### config.mk
export PLATFORM = sky130hd
export DESIGN_NAME = vad_cordic_stage
export DESIGN_NICKNAME = d
export VERILOG_FILES = /design/src/vad_pkg.sv /design/src/vad_cordic_stage.sv
export SDC_FILE = /design/constraint.sdc
export NUM_CORES = 1
export LEC_CHECK = 0
export ABC_CLOCK_PERIOD_IN_PS = 6500
export CORE_ASPECT_RATIO = 0.8
export CORE_MARGIN = 5
export CORE_UTILIZATION = 35
export DETAILED_ROUTE_END_ITERATION = 12
export DONT_BUFFER_PORTS = 1
export SLEW_MARGIN = 10
export SYNTH_ARGS = -nofsm -noshare
export SYNTH_HDL_FRONTEND = slang
export SYNTH_SLANG_ARGS = --single-unit
### constraint.sdc
create_clock -name aclk -period 6.5 [get_ports aclk]
set_clock_uncertainty 0.15 [all_clocks]
set_input_delay 0.975 -clock aclk [delete_from_list [all_inputs] [get_ports aclk]]
set_output_delay 0.975 -clock aclk [all_outputs]
set_load 0.05 [all_outputs]
### src/vad_pkg.sv
`default_nettype none
package vad_pkg;

    localparam int COMPONENT_BITS = 16;
    localparam int CORDIC_STAGES  = 16;

    localparam int ANG_FRAC    = 16;
    localparam int OUT_FRAC    = 7;
    localparam int ANGLE_BITS  = 16;
    localparam int ROUND_SHIFT = ANG_FRAC - OUT_FRAC;

    // Guard bits for the scaled components plus headroom for the CORDIC gain.
    localparam int DP_W  = COMPONENT_BITS + CORDIC_STAGES + 3;
    localparam int ACC_W = 27;
    localparam int Q_W   = ACC_W - ROUND_SHIFT;

    localparam int STAGE_IDX_W = (CORDIC_STAGES > 1) ? $clog2(CORDIC_STAGES) : 1;
    localparam int TABLE_IDX_W = 5;

    localparam logic signed [ACC_W-1:0] DEG180_Q  = ACC_W'(180 * (1 << ANG_FRAC));
    localparam logic signed [ACC_W-1:0] DEG360_Q  = ACC_W'(360 * (1 << ANG_FRAC));
    localparam logic signed [ACC_W-1:0] ROUND_ADD = ACC_W'(1 << (ROUND_SHIFT - 1));
    localparam logic [Q_W-1:0]          FULL_TURN = Q_W'(360 * (1 << OUT_FRAC));

    typedef struct packed {
        logic signed [DP_W-1:0]  x;
        logic signed [DP_W-1:0]  y;
        logic signed [ACC_W-1:0] acc;
        logic                    zero;
    } vad_data_t;

    // atan(2^-i) in degrees with 16 fraction bits.
    function automatic logic signed [ACC_W-1:0] atan_step(input logic [TABLE_IDX_W-1:0] idx);
        logic signed [ACC_W-1:0] v;
        case (idx)
            5'd0:    v = ACC_W'(2949120);
            5'd1:    v = ACC_W'(1740967);
            5'd2:    v = ACC_W'(919879);
            5'd3:    v = ACC_W'(466945);
            5'd4:    v = ACC_W'(234379);
            5'd5:    v = ACC_W'(117304);
            5'd6:    v = ACC_W'(58666);
            5'd7:    v = ACC_W'(29335);
            5'd8:    v = ACC_W'(14668);
            5'd9:    v = ACC_W'(7334);
            5'd10:   v = ACC_W'(3667);
            5'd11:   v = ACC_W'(1833);
            5'd12:   v = ACC_W'(917);
            5'd13:   v = ACC_W'(458);
            5'd14:   v = ACC_W'(229);
            5'd15:   v = ACC_W'(115);
            5'd16:   v = ACC_W'(57);
            5'd17:   v = ACC_W'(29);
            5'd18:   v = ACC_W'(14);
            5'd19:   v = ACC_W'(7);
            5'd20:   v = ACC_W'(4);
            5'd21:   v = ACC_W'(2);
            5'd22:   v = ACC_W'(1);
            default: v = '0;
        endcase
        return v;
    endfunction

endpackage
`default_nettype wire

### src/vad_cordic_stage.sv
`default_nettype none
module vad_cordic_stage (
    input  wire logic                            aclk,
    input  wire logic                            aresetn,
    input  wire logic [vad_pkg::STAGE_IDX_W-1:0] stage_idx,
    input  wire logic                            up_valid,
    output logic                                 up_ready,
    input  wire vad_pkg::vad_data_t              up_data,
    output logic                                 dn_valid,
    input  wire logic                            dn_ready,
    output vad_pkg::vad_data_t                   dn_data
);
    import vad_pkg::*;

    logic                    valid_reg;
    vad_data_t               data_reg;
    vad_data_t               data_next;
    logic signed [DP_W-1:0]  xs;
    logic signed [DP_W-1:0]  ys;
    logic signed [ACC_W-1:0] step;

    assign up_ready = !valid_reg || dn_ready;
    assign dn_valid = valid_reg;
    assign dn_data  = data_reg;

    always_comb begin
        xs   = up_data.x >>> stage_idx;
        ys   = up_data.y >>> stage_idx;
        step = atan_step(TABLE_IDX_W'(stage_idx));
        data_next.zero = up_data.zero;
        // Rotate towards the x axis: the sign of y picks the direction.
        if (!up_data.y[DP_W-1]) begin
            data_next.x   = up_data.x + ys;
            data_next.y   = up_data.y - xs;
            data_next.acc = up_data.acc + step;
        end else begin
            data_next.x   = up_data.x - ys;
            data_next.y   = up_data.y + xs;
            data_next.acc = up_data.acc - step;
        end
    end

    always_ff @(posedge aclk) begin
        if (!aresetn) begin
            valid_reg <= 1'b0;
        end else if (up_ready) begin
            valid_reg <= up_valid;
        end
    end

    always_ff @(posedge aclk) begin
        if (up_valid && up_ready) begin
            data_reg <= data_next;
        end
    end

endmodule
`default_nettype wire

# == After elaboration in Yosys (flattened, before gate mapping) ==
# Memory sizes are Yosys's and may differ from the RTL's.
# Index checks and enable logic that the tools add are counted.
# classes
add_sub_neg,6
shift,2
n_mux,1
reduce_logical,3
# op_table
operator,n
97-bit 2-to-1 mux,1
35-bit adder,2
35-bit by 4-bit >>> shifter with 35-bit output,2
35-bit subtractor,2
27-bit adder,1
27-bit subtractor,1
1-bit logical AND,1
1-bit logical NOT,1
1-bit logical OR,1
# word_totals
reg_bits,99
romBits,352
in_bits,106
out_inout_bits,100
wordCells,18
memories,1
# memory_table
memory,depth,word_bits,read_ports,rd_ports_with_merged_regs,write_ports,line_no,rtl
(name not given),16,22,1,0,0,vad_pkg.sv:35,case (idx)

# == Longest topological paths before layout ==
# logic_depth
depth_word,3
depth_mapped,28

# == Least setup slack after synthesis ==
# OpenSTA, ideal clock, no wires.
# synth_timing
path_kind,input to register
startpoint,input port stage_idx[2] (netlist bit)
endpoint,register data_reg (netlist bit dn_data[97]) (data pin)
arrival_time_ns,6.335
t_required_ns,6.089
path_slack_ns,-0.246
cell_stages,27
path_buffers,10
cell_sequence,buf_2 -> buf_2 -> buf_2 -> buf_2 -> clkbuf_1 -> buf_1 -> clkbuf_1 -> buf_1 -> buf_1 -> nand2_1 -> o21ai_0 -> ha_1 -> nand4_1 -> nor3_1 -> nor2_1 -> xor2_1 -> ha_1 -> clkbuf_1 -> nand4_1 -> a21oi_1 -> o31ai_1 -> a21o_1 -> a211o_1 -> a311o_1 -> a31oi_1 -> a31oi_1 -> o311a_1
# synth_lines
element,line_no,rtl
start: declaration,vad_cordic_stage.sv:5,"input wire logic [vad_pkg::STAGE_IDX_W-1:0] stage_idx,"
end signal: assignment,vad_cordic_stage.sv:53,data_reg <= data_next;
end: declaration,vad_cordic_stage.sv:16,vad_data_t data_reg;

==> impl_metrics.py <==
metrics = {
    "die": {
        "io_pins": 206,
        "die_y_um": 189.9,
        "core_um2": 39690,
        "rows": 65,
        "die_x_um": 234.9,
        "start_util_pct": 35.69,
        "die_area_um2": 44620,
    },
    "logic_synthesis": {
        "synthTopCellsByArea": "edfxtp_1 (21%), mux4_2 (16%), ha_1 (9.0%), xnor2_1 (6.3%), a21oi_1 (4.6%)",
        "yosysWarnings": 0,
        "synth.most_common_cell": "nand2_1",
        "ys_seq_elements": 99,
        "synth.distinct_cells": 84,
        "async_flop_share_pct": 0,
        "syn_area_per_cell_um2": 9.175,
        "syn_nets": 1755,
        "ys_seq_area_share_pct": 20.92,
        "synth_top_area_share_pct": 20.77,
        "synth_area_um2": 14170,
        "synth_ff_type": "edfxtp_1",
        "synthCells": 1544,
        "yosysTopAreaCell": "edfxtp_1",
        "synth_edf_count": 98,
        "synth_common_cells": "nand2_1 (143), nor2_1 (141), a21oi_1 (130), ha_1 (102), xnor2_1 (102)",
    },
    "power": {
        "power_leakage_uw": 0.005711,
        "ir_worst_vdd_mv": 0.1435,
        "p_per_area_nw_per_um2": 243.7,
    },
    "min_path": {
        "hold_class": "in -> reg",
        "holdPathStages": 0,
        "hp-start": "up_data[0]",
        "min_to": "dn_data[0]$_DFFE_PP_",
    },
    "critical_path": {
        "r2r_setup_slack_ps": 3540,
        "crit_type": "in -> reg",
        "r2r_end": "dn_data[52]$_DFFE_PP_",
        "critPathRequiredTime_ps": 6490,
        "cp-start-kind": "input port",
        "r2r_start": "dn_valid$_SDFFE_PN0N_",
        "reg2reg_depth": 3,
        "worstPathArrival_ps": 6090,
        "crit_path_end_kind": "flop",
        "critPathMaxFanout": 110,
    },
    "placed_design": {
        "gp_congestion": 0.8797,
        "dp_hpwl_mm": 33.52,
        "port_buffers": 0,
        "placed_cell_area_um2": 14680,
        "dp_cells": 2024,
    },
    "detailed_routing": {
        "drc": 0,
        "vias": 12118,
        "firstDrtPassIters": 5,
        "via_per_inst": 5.937,
        "drt_iter0_drc": 1086,
        "drt-total-wl_mm": 43.92,
        "wl_per_cell_um": 21.52,
        "ant_nets": 0,
    },
    "clock_network": {
        "clock-sinks": 99,
        "cts_htree_levels": 3,
        "cts_tree": "yes",
        "insertion_delay_ps": 400,
        "cts_buffers": 9,
        "clk_path_buf_depth": 2,
        "cts_hold_buf": 0,
        "cts-root-buf": "clkbuf_16",
        "clkTransAtPathRegs_ps": 70,
    },
    "grt": {
        "grt_max_degree": 125,
        "grt.total_usage_pct": 19.00,
        "grt_overflow": 0,
        "first_global_vias": 11451,
        "grt_antenna_before_repair": 1,
        "grt_pass1_wl_mm": 67.61,
    },
    "cells_and_area": {
        "instances_no_fill": 2041,
        "fill_cells": 4003,
        "fin_nets": 1710,
        "design_area_um2": 15010,
        "drive_gt1_share_pct": 13.30,
        "syn_to_final_growth_pct": 5.953,
    },
    "sta": {
        "final_hold_viol_count": 0,
        "slew-limit-headroom_pct": 50.41,
        "setup_viol_count_final": 0,
        "max_freq_ghz": 0.1640,
        "drv_slew": 0,
        "rsz0062_at_grt": "false",
        "tightest_slew_ps": 741.1,
        "fin_crit_sh_pct": 93.84,
        "post-route-min-period_ps": 6099,
    },
    "flow_run": {
        "max-cap-violations": 0,
    },
    "run_status": {
        "status": "finished clean",
    },
}
-- layer usage --
layer | vias to the layer above | part of all wire (%) | wire, um | track usage (%)
li1 | 5768 | - | - | -
met2 | 418 | 47 | 20440 | 30.56
met4 | 0 | 1.3 | 550 | 4.019
met5 | - | 0 | 0 | 0
met3 | 32 | 8.5 | 3737 | 6.696
met1 | 5900 | 44 | 19200 | 24.93
-- layout by cell type (no fill, tap or decap), types with 17 or more instances in the layout --
master / count
mux2i_1: 40
inv_1: 42
o21a_1: 30
edfxtp_1: 98
xor2_1: 55
xnor2_1: 102
mux2_2: 32
nor2_1: 141
o21ai_0: 85
a21oi_1: 130
nor3_1: 35
a31oi_1: 38
and2_1: 17
nand3_1: 19
ha_1: 102
nand2_1: 143
a21o_1: 36
nand2b_1: 18
nor2b_1: 17
mux4_2: 99
buf_4: 30
-- through the flow --
stage	worst slack (ps)	TNS, ps	total power [uW]	util (%)	hold WS, ps
after floorplan	-32.94	-32.94	2752	-	923.9
after global placement	119.2	0	3032	36.99	924.0
after detailed placement	27.61	0	3051	36.99	924.0
after CTS	420.9	0	3693	37.80	496.5
after global routing	43.14	0	3895	37.81	498.5
final	400.6	0	3657	37.82	526.4
-- flip-flops by register name, indices dropped and copies added (netlist names) --
register,flops
dn_valid,1
dn_data,98
-- report_power, final --
part / total [uW] / internal (uW) / switching (uW)
Combinational: 1550 / 716 / 838
Sequential: 1490 / 938 / 550
Clock: 615 / 339 / 276
-- logic make-up after synthesis --
family / synth area share [%]
compound gates: 18.86
xor+xnor: 9.707
fa+ha+maj: 9.433
buf+inv: 4.045
flops: 20.92
mux: 22.04
simple gates: 15.01
-- worst max path at each step --
stage                       from                     to  slack, ps  cells after the start
finish              stage_idx[0]  dn_data[62]$_DFFE_PP_        400                     22
global route        stage_idx[0]  dn_data[62]$_DFFE_PP_         40                     22
CTS                 stage_idx[0]  dn_data[62]$_DFFE_PP_        420                     22
detailed placement  stage_idx[0]  dn_data[62]$_DFFE_PP_         30                     22
global placement    stage_idx[0]  dn_data[62]$_DFFE_PP_        120                     22
floorplan           stage_idx[2]  dn_data[97]$_DFFE_PP_        -30                     27
-- final cells by class --
cell class | instances | area [um2] | area share, %
Multi-Input combinational cell | 1313 | 10640 | 70.87
Sequential cell | 99 | 2963 | 19.74
Tap cell | 536 | 670.6 | 4.468
Timing Repair Buffer | 31 | 245.2 | 1.634
Clock buffer | 9 | 225.2 | 1.500
Inverter | 45 | 168.9 | 1.125
Clock inverter | 7 | 97.59 | 0.6502
Antenna cell | 1 | 2.502 | 0.01667
-- timing repair --
action,in CTS,in global routing
resized for setup,0,2
setup endpoints to repair,0,1
setup buffers,0,0
-- worst max-delay path: stages --
cell and delay, ps:
mux4_2 560, mux2_2 280, mux2i_1 170, buf_4 140, ha_1 170, nand4_1 130, nor3b_1 340, buf_4 180
nor2b_2 220, a31oi_1 130, xor2_1 160, ha_1 220, a21o_1 190, a21o_1 190, a2111oi_1 480, o21ai_0 250
a22oi_1 230, and3_1 230, nor3_1 80, or3_1 350, a21oi_1 180, xnor2_1 80
Note: power is estimated with default switching activity, not from simulation.
